`config.mk`:
```
export PLATFORM = sky130hd
export DESIGN_NAME = qvr_isqrt
export DESIGN_NICKNAME = d
export VERILOG_FILES = /design/src/rtl/qvr_pkg.sv /design/src/rtl/qvr_isqrt.sv
export SDC_FILE = /design/constraint.sdc
export NUM_CORES = 2
export LEC_CHECK = 0
export BUFFER_PORTS_ARGS = -buffer_cell sky130_fd_sc_hd__buf_4
export CAP_MARGIN = 20
export CELL_PAD_IN_SITES_DETAIL_PLACEMENT = 0
export CELL_PAD_IN_SITES_GLOBAL_PLACEMENT = 1
export CORE_ASPECT_RATIO = 1.25
export CORE_MARGIN = 1
export CORE_UTILIZATION = 40
export DETAILED_ROUTE_END_ITERATION = 8
export GPL_TIMING_DRIVEN = 1
export PLACE_DENSITY = 0.72
export SLEW_MARGIN = 15
export SYNTH_ARGS = -nofsm -noshare
export SYNTH_HDL_FRONTEND = slang
export SYNTH_MEMORY_MAX_BITS = 65536
export SYNTH_SLANG_ARGS = --single-unit
```
`constraint.sdc`:
```
create_clock -name clk_i -period 5.3 [get_ports clk_i]
set_clock_uncertainty 0.05 [all_clocks]
set_input_delay 0.53 -clock clk_i [delete_from_list [all_inputs] [get_ports clk_i]]
set_output_delay 0.53 -clock clk_i [all_outputs]
set_load 0.05 [all_outputs]
```
`src/rtl/qvr_pkg.sv`:
```
// Shared widths, sideband types and helper for the quaternion vector rotate pipeline.
// No dependencies; every other file refers to it by scoped names.
package qvr_pkg;

  localparam int COMP_W     = 32;
  localparam int UNIT_FRAC  = COMP_W - 2;
  localparam int SH_W       = $clog2(COMP_W);
  localparam int SQ_W       = 2 * COMP_W;
  localparam int SUM_W      = SQ_W + 1;
  localparam int ROOT_W     = COMP_W + 1;
  localparam int ISQ_STAGES = ROOT_W;
  localparam int NUM_W      = 2 * COMP_W - 1;
  localparam int QUOT_W     = COMP_W - 1;
  localparam int DIV_STAGES = QUOT_W + 1;
  localparam int UQ_W       = QUOT_W + 1;
  localparam int C_W        = 2 * UQ_W;
  localparam int M_W        = C_W - UNIT_FRAC;
  localparam int P_W        = M_W + COMP_W;
  localparam int T_W        = P_W + 2;
  localparam int R_W        = T_W - (UNIT_FRAC - 1);
  localparam int O_W        = R_W + 1;
  localparam int R_STAGES   = 8;

  // component positions
  localparam int QX = 0;
  localparam int QY = 1;
  localparam int QZ = 2;
  localparam int QW = 3;

  typedef logic signed [COMP_W-1:0] comp_t;
  typedef logic [COMP_W-1:0]        mag_t;

  typedef struct packed {
    logic             valid;
    logic             zero;
    logic             last;
    logic [3:0]       neg;
    comp_t [2:0]      v;
  } rside_t;

  typedef struct packed {
    rside_t           side;
    mag_t [3:0]       mg;
  } nside_t;

  // left shift that brings the leading one up to bit COMP_W-2 (none if it is already there or higher)
  function automatic logic [SH_W-1:0] lead_shift(mag_t a);
    logic [SH_W-1:0] sh;
    sh = '0;
    for (int i = 0; i < COMP_W; i++) begin
      if (a[i]) sh = (i >= COMP_W - 2) ? '0 : SH_W'(COMP_W - 2 - i);
    end
    return sh;
  endfunction

endpackage

```
`src/rtl/qvr_isqrt.sv`:
```
// Pipelined integer square root, one root bit per stage (floor of sqrt).
// Depends on qvr_pkg.
module qvr_isqrt (
  input  logic                          clk_i,
  input  logic                          en_i,
  input  logic [qvr_pkg::SUM_W-1:0]     sum_i,
  output logic [qvr_pkg::ROOT_W-1:0]    root_o
);

  localparam int REM_W = qvr_pkg::ROOT_W + 3;
  localparam int SR_W  = 2 * qvr_pkg::ROOT_W;

  logic [REM_W-1:0]           rem_q   [qvr_pkg::ISQ_STAGES];
  logic [qvr_pkg::ROOT_W-1:0] root_q  [qvr_pkg::ISQ_STAGES];
  logic [SR_W-1:0]            srest_q [qvr_pkg::ISQ_STAGES];

  for (genvar k = 0; k < qvr_pkg::ISQ_STAGES; k++) begin : g_stage
    logic [REM_W-1:0]           rem_in, rem_sh, trial, rem_d;
    logic [qvr_pkg::ROOT_W-1:0] root_in;
    logic [SR_W-1:0]            srest_in;
    logic                       ge;

    if (k == 0) begin : g_first
      assign rem_in   = '0;
      assign root_in  = '0;
      assign srest_in = SR_W'(sum_i);
    end else begin : g_next
      assign rem_in   = rem_q[k-1];
      assign root_in  = root_q[k-1];
      assign srest_in = srest_q[k-1];
    end

    assign rem_sh = {rem_in[REM_W-3:0], srest_in[SR_W-1 -: 2]};
    assign trial  = {1'b0, root_in, 2'b01};
    assign ge     = (rem_sh >= trial);
    assign rem_d  = ge ? rem_sh - trial : rem_sh;

    always_ff @(posedge clk_i) begin
      if (en_i) begin
        rem_q[k]   <= rem_d;
        root_q[k]  <= {root_in[qvr_pkg::ROOT_W-2:0], ge};
        srest_q[k] <= {srest_in[SR_W-3:0], 2'b00};
      end
    end
  end

  assign root_o = root_q[qvr_pkg::ISQ_STAGES-1];

endmodule

```
==> impl_metrics.ini <==
[status]
run_status = finished clean

[timing]
setup_violations = 0
slew_headroom = 0.276
layout_setup_ws_ps = 911
rsz0062_at_grt = no
fmax_ghz = 0.228
finalCriticalPeriod_ps = 4390
post-route-period-util = 0.828
hold_viol = 0
worstMarginPinSlew_ps = 1070
fin_hold_ws_ps = 133
maxSlewViolCount = 0
tns_ps = 0

[synthesis]
synthMuxAreaShare = 0.00558
netlist_instances = 9584
seq_area_frac_synth = 0.645
yosysTopAreaCell = edfxtp_1
synthSimpleGateAreaFrac = 0.0968
synth_area_per_cell_um2 = 12.9
synth.most_common_cell = edfxtp_1
syn-num-nets = 10200
synthXorXnorAreaFrac = 0.0624
synth-async-reset-ratio = 0
synth.distinct_cells = 83
synth_ff_type = edfxtp_1
synth_top_family_by_area = compound AO/OA/AOI/OAI gates
synth_top_area_share = 0.645
synthAdderAreaFrac = 0.0603
ys_warn_count = 0
synth-seq-cells = 2649
synth_area_leaders = edfxtp_1 64%, ha_1 6.0%, xnor2_1 3.2%, xor2_1 3.0%, o21ai_0 2.4%
synth_compound_area_frac = 0.101
synth_edf_count = 2649
synthesis.area_um2 = 123000
synth_commonest_cells = 2649 x edfxtp_1, 749 x inv_1, 744 x nand2_1

[floorplanning]
initial_core_util = 0.403
die_w_um = 499
die_area_um2 = 311000
io_pins = 100
die-height_um = 623
core-area_um2 = 306000
fp-row-count = 227

[drt]
dr.pass1.iters = 7
wirelength_mm = 270
wl_per_cell_um = 19.0
drtAntennaViolNets = 0
viasPerCell = 5.20
drc = 0
vias = 73800
drt_iter0_markers = 4518

[cells_and_area]
nets = 10600
final-seq-area_um2 = 79500
fillers = 27300
multi_input_area_um2 = 40300
drive_above_1_share = 0.0750
fin_area_um2 = 139000
area_growth_pct = 13.0
layout.cells.non_filler = 14200

[clocking]
clock-sinks = 2649
cts-root-buf = clkbuf_16
cts_tree = yes
clk_pin_slew_ps = 60
cts-buffers-inserted = 291
cts_buffer_depth = 4
clk_latency_ps = 850
htree_levels = 5
ctsResizeCount = 0

[hold_path]
hp-class = primary input to flip-flop

[placed_design]
preCtsSetupSlack_ps = 996
place_area_um2 = 129000
dp_hpwl_mm = 198
place_congestion = 0.929
port_buffers = 99
dp_cells = 13600

[critical_path]
reg2reg_from = rem_q[0][1081]
cp.required_ps = 5850
path_class = flip-flop to flip-flop
crit_cells = 10
reg2regPathDepth = 10
critical_path_buf_inv_count = 1
start_kind = flip-flop
endpoint_kind = flip-flop
cp_top_family = compound AO/OA/AOI/OAI gates
r2r_end = rem_q[0][1124]
rrSetupSlack_ps = 910
worstPathCellList = ha_1, o21a_1, o31ai_1, a2111oi_0, o211ai_1, a31oi_1, a21oi_1, o21ai_4, buf_12, mux2_2
slowest_delay_ps = 620
worstPathArrival_ps = 4940
cp_max_fo = 47
startpoint = rem_q[0][1081]
worstSetupEndpoint = rem_q[0][1124]
cpMaxStageDelayCell = a31oi_1

[global_routing]
overflow = 0
antenna_found_initial = 3
grt_pass1_wl_mm = 417
groute.usage.overall = 0.170
grt_pass1_vias = 75000
grt_max_degree = 196

[pwr]
ir_drop_mv = 0.332
leakage_nw = 52.6
power_density_nw_per_um2 = 439

[flow_run]
drv_cap = 0
==> flip-flops by register name (all words and copies together) (netlist names) <==
name	flops
rem_q	1032
srest_q	1056
root_q	561
==> worst min path at each step <==
stage,start,end,depth (start not counted),slack [ps]
after floorplan,srest_q[0][934],srest_q[0][1000],0,350
after global placement,srest_q[0][10],srest_q[0][76],0,350
after detailed placement,srest_q[0][945],srest_q[0][1011],0,350
after CTS,en_i,srest_q[0][27],1,90
after global routing,en_i,srest_q[0][27],1,130
final,en_i,srest_q[0][27],1,130
==> cell usage in the layout, fill, tap and decap left out, types with 22 or more instances in the layout <==
master | synthesis | routed
clkinv_2 | 0 | 51
nor4_1 | 121 | 121
inv_1 | 749 | 749
ha_1 | 594 | 594
nand2b_1 | 95 | 95
and3_1 | 46 | 46
o21a_1 | 111 | 111
xor2_1 | 426 | 426
clkbuf_16 | 0 | 297
or4_1 | 54 | 54
bufinv_16 | 0 | 28
edfxtp_1 | 2649 | 2649
nand3_1 | 153 | 153
clkinv_1 | 2 | 61
nor3b_1 | 27 | 26
o211ai_1 | 45 | 45
o31ai_1 | 48 | 48
a21o_1 | 265 | 265
dlygate4sd3_1 | 0 | 65
a21oi_1 | 558 | 555
nor3_1 | 246 | 242
xnor2_1 | 452 | 452
nor2_1 | 521 | 520
nor2b_1 | 85 | 85
buf_4 | 2 | 184
a31oi_1 | 40 | 39
o21bai_1 | 61 | 61
mux2_2 | 54 | 54
or3_1 | 94 | 94
a211oi_1 | 49 | 46
o41ai_1 | 22 | 22
clkbuf_1 | 171 | 42
and2_1 | 23 | 23
nand4_1 | 100 | 100
or2_2 | 50 | 50
nand3b_1 | 25 | 25
o21ai_0 | 590 | 588
nand2_1 | 744 | 744
==> layout make-up <==
cell class,instances,area share
flip-flops and latches,2649,0.571
multi-input cells,5990,0.289
clock buffers,339,0.0545
well taps,4007,0.0360
inverters,752,0.0203
repair buffers,267,0.0172
clock inverters,173,0.0120
diodes,1,0.0000180
==> routing by layer <==
metal  up-vias  wire (um)  GRT usage  share of wire
li1      36200          -          -              -
met4         0      11700     0.0729          0.043
met5         -          0          0              0
met3       590       9710     0.0248          0.036
met1     35600     103000      0.182           0.38
met2      1417     146000      0.328           0.54
==> power breakdown <==
group,internal [W],total (W),switching [W]
Combinational,0.00531,0.0129,0.00764
Sequential,0.0266,0.0283,0.00175
Clock,0.0116,0.0199,0.00821
==> cell families (layout without fill, tap and decap cells) <==
kind of cell    count (synthesis)  after routing
other cells                     1              2
fa+ha+maj                     594            594
compound gates               2010           2010
flops                        2649           2649
simple gates                 2445           2445
buf+inv                       945           1531
mux                            62             62
xor+xnor                      878            878
==> per-stage QoR <==
stage | utilization | power (W)
final | 0.455 | 0.0611
after global routing | 0.455 | 0.0642
after CTS | 0.455 | 0.0618
after detailed placement | 0.423 | 0.0416
after global placement | 0.423 | 0.0415
after floorplan | - | 0.0373
==> what timing repair did <==
item,4_1_cts,5_1_grt
hold buffers,65,0
setup buffers,0,0
endpoints found under the hold margin,65,0
Note: power is estimated with default switching activity, not from simulation.
