[src/rtl/qvr_pkg.sv]
// Shared widths, sideband types and helper for the quaternion vector rotate pipeline.
// No dependencies; every other file refers to it by scoped names.
package qvr_pkg;

  localparam int COMP_W     = 32;
  localparam int UNIT_FRAC  = COMP_W - 2;
  localparam int SH_W       = $clog2(COMP_W);
  localparam int SQ_W       = 2 * COMP_W;
  localparam int SUM_W      = SQ_W + 1;
  localparam int ROOT_W     = COMP_W + 1;
  localparam int ISQ_STAGES = ROOT_W;
  localparam int NUM_W      = 2 * COMP_W - 1;
  localparam int QUOT_W     = COMP_W - 1;
  localparam int DIV_STAGES = QUOT_W + 1;
  localparam int UQ_W       = QUOT_W + 1;
  localparam int C_W        = 2 * UQ_W;
  localparam int M_W        = C_W - UNIT_FRAC;
  localparam int P_W        = M_W + COMP_W;
  localparam int T_W        = P_W + 2;
  localparam int R_W        = T_W - (UNIT_FRAC - 1);
  localparam int O_W        = R_W + 1;
  localparam int R_STAGES   = 8;

  // component positions
  localparam int QX = 0;
  localparam int QY = 1;
  localparam int QZ = 2;
  localparam int QW = 3;

  typedef logic signed [COMP_W-1:0] comp_t;
  typedef logic [COMP_W-1:0]        mag_t;

  typedef struct packed {
    logic             valid;
    logic             zero;
    logic             last;
    logic [3:0]       neg;
    comp_t [2:0]      v;
  } rside_t;

  typedef struct packed {
    rside_t           side;
    mag_t [3:0]       mg;
  } nside_t;

  // left shift that brings the leading one up to bit COMP_W-2 (none if it is already there or higher)
  function automatic logic [SH_W-1:0] lead_shift(mag_t a);
    logic [SH_W-1:0] sh;
    sh = '0;
    for (int i = 0; i < COMP_W; i++) begin
      if (a[i]) sh = (i >= COMP_W - 2) ? '0 : SH_W'(COMP_W - 2 - i);
    end
    return sh;
  endfunction

endpackage

[src/rtl/qvr_udiv.sv]
// Pipelined restoring divider: round(mag * 2^UNIT_FRAC / den), one quotient bit per stage.
// Depends on qvr_pkg.
module qvr_udiv (
  input  logic                          clk_i,
  input  logic                          en_i,
  input  qvr_pkg::mag_t                 mag_i,
  input  logic [qvr_pkg::ROOT_W-1:0]    den_i,
  output logic [qvr_pkg::QUOT_W-1:0]    quot_o
);

  localparam int DREM_W = qvr_pkg::ROOT_W + 1;

  logic [DREM_W-1:0]          rem_q  [qvr_pkg::DIV_STAGES];
  logic [qvr_pkg::QUOT_W-1:0] low_q  [qvr_pkg::DIV_STAGES];
  logic [qvr_pkg::QUOT_W-1:0] quot_q [qvr_pkg::DIV_STAGES];
  logic [qvr_pkg::ROOT_W-1:0] den_q  [qvr_pkg::DIV_STAGES];
  logic [qvr_pkg::NUM_W-1:0]  num_d;

  // half the divisor is folded in for round-half-up; the quotient never exceeds QUOT_W bits,
  // so the top part of the numerator already sits below the divisor
  assign num_d = qvr_pkg::NUM_W'({mag_i, {qvr_pkg::UNIT_FRAC{1'b0}}})
               + qvr_pkg::NUM_W'(den_i >> 1);

  always_ff @(posedge clk_i) begin
    if (en_i) begin
      rem_q[0]  <= DREM_W'(num_d[qvr_pkg::NUM_W-1:qvr_pkg::QUOT_W]);
      low_q[0]  <= num_d[qvr_pkg::QUOT_W-1:0];
      quot_q[0] <= '0;
      den_q[0]  <= den_i;
    end
  end

  for (genvar k = 1; k < qvr_pkg::DIV_STAGES; k++) begin : g_stage
    logic [DREM_W-1:0] rem_sh, rem_d;
    logic              ge;

    assign rem_sh = {rem_q[k-1][DREM_W-2:0], low_q[k-1][qvr_pkg::QUOT_W-1]};
    assign ge     = (rem_sh >= {1'b0, den_q[k-1]});
    assign rem_d  = ge ? rem_sh - {1'b0, den_q[k-1]} : rem_sh;

    always_ff @(posedge clk_i) begin
      if (en_i) begin
        rem_q[k]  <= rem_d;
        low_q[k]  <= {low_q[k-1][qvr_pkg::QUOT_W-2:0], 1'b0};
        quot_q[k] <= {quot_q[k-1][qvr_pkg::QUOT_W-2:0], ge};
        den_q[k]  <= den_q[k-1];
      end
    end
  end

  assign quot_o = quot_q[qvr_pkg::DIV_STAGES-1];

endmodule

[config.mk]
export PLATFORM = sky130hd
export DESIGN_NAME = qvr_udiv
export DESIGN_NICKNAME = d
export VERILOG_FILES = /design/src/rtl/qvr_pkg.sv /design/src/rtl/qvr_udiv.sv
export SDC_FILE = /design/constraint.sdc
export NUM_CORES = 2
export LEC_CHECK = 0
export BUFFER_PORTS_ARGS = -buffer_cell sky130_fd_sc_hd__buf_2
export CAP_MARGIN = 40
export CORE_MARGIN = 2
export CORE_UTILIZATION = 35
export CTS_CLUSTER_DIAMETER = 120
export DETAILED_ROUTE_END_ITERATION = 16
export PLACE_DENSITY = 0.52
export RECOVER_POWER = 25
export SKIP_LAST_GASP = 1
export SYNTH_ARGS = -nofsm -noshare
export SYNTH_HDL_FRONTEND = slang
export SYNTH_MEMORY_MAX_BITS = 65536
export SYNTH_SLANG_ARGS = --single-unit
export TNS_END_PERCENT = 1
[constraint.sdc]
create_clock -name clk_i -period 4.3 [get_ports clk_i]
set_input_delay 0.215 -clock clk_i [delete_from_list [all_inputs] [get_ports clk_i]]
set_output_delay 0.215 -clock clk_i [all_outputs]
set_load 0.01 [all_outputs]
==> results.cfg <==
[status]
status = completed

[synth]
yosysUniqueCellTypes = 93
synth_area_leaders = edfxtp_1 (55%), ha_1 (9.2%), a21oi_1 (3.8%), inv_1 (3.4%), xnor2_1 (3.2%)
yosysTopAreaCell = edfxtp_1
ys_warn_count = 0
synth_top_area_share_pct = 54.6
synth_edf_count = 2542
synth.cell_area_sq_um = 140000
ys_seq_elements = 2542
synthFlopType = edfxtp_1
synth_fp_nets = 13300
postSynthAreaPerCell_sq_um = 11.5
async_reset_ff_share_pct = 0
syn-instance-count = 12200
ys_seq_area_share_pct = 54.6

[layout]
layout.nets = 13800
stdcell_area_sq_um = 159000
area_delta_synth_final_pct = 13.8
fin_cells = 18200
layout-drive-gt1-share_pct = 9.50

[timing]
worst_slack_ns = 0.0544
setup_viol = 0
finalCritPeriodShare_pct = 98.7
worst_pin_slew_ns = 0.982
period_minus_slack_ns = 4.25
drv_slew = 0
fmaxAchievable_ghz = 0.236
holdWs_ns = 0.169
final.setup_skew_ns = 0.0814
hold_viol_final = 0
grt_setup_unrepaired = yes
maxSlewHeadroom_pct = 34.5

[cts]
htreeDepth = 5
clock_latency_ns = 0.93
numCtsBuffers = 304
clk_pin_slew_ns = 0.06
cts_tree = done
clockBufferDepth = 4
numClockSinks = 2542
clock-root-buffer = clkbuf_16
post_cts_buffers = 0

[placed_design]
dp_hpwl_um = 258000
dpl.cell_count = 17500
pre_cts_ws_ns = 0.0340
portBuffers = 97
place.gp.congestion = 0.879
postPlaceCellArea_sq_um = 148000

[grt]
antenna_found_initial = 4
overflow = 0
grt_pass1_wl_um = 523000
grtUsageTotal_pct = 16.4
grt_max_degree = 170
grt_pass1_vias = 89300

[die]
row_count = 232
ioPinCount = 98
start_util_pct = 35.1
core-area_sq_um = 399000
fp.dieH_um = 636
die_area_sq_um = 405000
die_w_um = 636

[power]
p_leak_nw = 64.0
power_frac_seq_pct = 34.6
p_int_w = 0.0757
power_frac_clock_pct = 20.7
powerDensity_nw_per_um2 = 761
pwr-share-comb_pct = 44.7
ir_worst_vdd_v = 0.000302
switching_share_pct = 37.5
p_sw_w = 0.0454

[min_path]
min_path_type = in -> reg

[flow_run]
drv_cap = 0

[critical_path]
crit_path_start_kind = register
critical_path_class = reg -> reg
cp.required_ns = 4.96
crit_fanout = 42
crit_path_end_kind = register
cp.arrival_ns = 4.90

[drt]
route.vias.total = 91300
vias_per_cell = 5.02
first_pass_iters = 5
ant_nets = 0
remaining_drc_errors = 0
drt_iter0_drc = 6249
drt-total-wl_um = 339000
wire_per_inst_um = 18.7
[layout by cell type (no fill, tap or decap), types with 24 or more instances in the layout]
| cell | n |
|---|---|
| edfxtp_1 | 2542 |
| inv_1 | 1256 |
| a21oi_1 | 1056 |
| ha_1 | 1025 |
| nand2_1 | 905 |
| o21ai_0 | 840 |
| nor2_1 | 601 |
| a21o_1 | 515 |
| xnor2_1 | 513 |
| xor2_1 | 371 |
| mux2_2 | 364 |
| clkbuf_16 | 311 |
| nand3_1 | 187 |
| buf_4 | 174 |
| nand4_1 | 145 |
| o21bai_1 | 139 |
| nor2b_1 | 129 |
| dlygate4sd3_1 | 125 |
| nand2b_1 | 124 |
| nor3_1 | 113 |
| o21a_1 | 103 |
| a31oi_1 | 102 |
| buf_2 | 95 |
| a211oi_1 | 94 |
| and3_1 | 84 |
| o31ai_1 | 82 |
| clkinv_2 | 56 |
| clkbuf_1 | 54 |
| clkinv_1 | 52 |
| buf_12 | 52 |
| nor4_1 | 38 |
| o211ai_1 | 36 |
| and2_1 | 33 |
| fa_1 | 31 |
| or3_1 | 27 |
| a211o_1 | 26 |
| or2_2 | 24 |
| a31o_2 | 24 |
[power groups by stage]
stage / sequential [W] / clock [W] / combinational, W
detailed placement: 0.0427 / 0 / 0.0536
CTS: 0.0422 / 0.0259 / 0.0540
global placement: 0.0428 / 0 / 0.0534
global route: 0.0426 / 0.0269 / 0.0608
floorplan: 0.0393 / 0 / 0.0409
finish: 0.0419 / 0.0250 / 0.0541
[through the flow]
step                      setup TNS (ns)  utilization (%)  power, W
final                                  0             39.9     0.121
after global routing              -23.54             39.9     0.130
after CTS                              0             39.9     0.122
after detailed placement               0             37.2    0.0963
after global placement                 0             37.2    0.0962
after floorplan                        0                -    0.0802
[registers in the layout, summed over array words and instances, names as in the netlist]
name and flops:
den_q 1023, low_q 1, quot_q 496, rem_q 1022
[layer usage]
layer  global-route usage [%]  vias to the layer above  share of wire (%)
li1                         -                    45700                  -
met1                     21.1                    43600                 44
met2                     29.1                     1572                 50
met3                     2.14                      425                3.8
met4                     3.75                        0                2.2
met5                        0                        -                  0
[layout make-up]
class | count | area (sq um)
clock inverter | 179 | 1620
timing repair buffer | 448 | 4080
inverter | 1257 | 4720
sequential | 2542 | 76300
multi-input combinational | 8121 | 57700
clock buffer | 364 | 7980
tap | 5265 | 6590
antenna | 2 | 5.00
fill | 38200 | 240000
[logic make-up (layout without fill, tap and decap cells)]
group                    after synthesis  count (layout)  synth area share, %
AND/OR/NAND/NOR                     2481            2481                 8.23
other                                  0               2                    0
multiplexers                         384             384                 3.08
XOR/XNOR                             884             884                 5.54
adder cells (fa/ha/maj)             1056            1056                 9.62
buffers and inverters               1543            2248                 4.32
AO/OA/AOI/OAI                       3316            3316                 14.6
flip-flops                          2542            2542                 54.6
[worst max-delay path, cell delays in order (launching register included)]
cell,delay (ns)
edfxtp_1,0.41
inv_2,0.18
ha_1,0.19
inv_1,0.06
fa_1,0.38
a211oi_1,0.29
o21ai_0,0.18
a22oi_1,0.28
a21bo_2,0.21
o31a_1,0.18
o21ai_0,0.16
a311o_1,0.39
a221oi_1,0.32
buf_4,0.18
o21ai_4,0.06
buf_12,0.18
mux2_2,0.29
[synthesized netlist by cell type (all sizes together) (26+ instances only)]
cell and n:
edfxtp 2542, a21oi 1063, a211o 26, o21bai 139, xor2 371, inv 1257
nand4 145, o21a 106, and3 85, nor2b 129, nand2b 124, mux2 368
nor2 601, nor3 114, nand2 905, nand3 187, buf 101, fa 31
nor4 38, o21ai 862, o31ai 82, or3 27, a21o 515, a31oi 106
ha 1025, and2 33, a211oi 97, xnor2 513, o211ai 36, clkbuf 185
[path summary, 6_finish.rpt]
kind	cells past startpoint	slack (ns)	end	startpoint
min reg2reg	0	0.41	quot_q[1][222]$_DFFE_PP_	quot_q[1][190]$_DFFE_PP_
max	16	0.05	rem_q[3][3]$_DFFE_PP_	den_q[2][29]$_DFFE_PP_
max reg2reg	16	0.05	rem_q[3][3]$_DFFE_PP_	den_q[2][29]$_DFFE_PP_
min	3	0.17	low_q[0][30]$_DFFE_PP_	mag_i[0]
[repair_timing]
item / CTS / global route
gates cloned: 0 / 0
hold endpoints to repair: 342 / 0
hold buffers: 125 / 0
setup endpoints to repair: 1 / 413
pin swaps: 0 / 1
gates resized for setup: 1 / 9
Power figures use the tool's default switching activity.
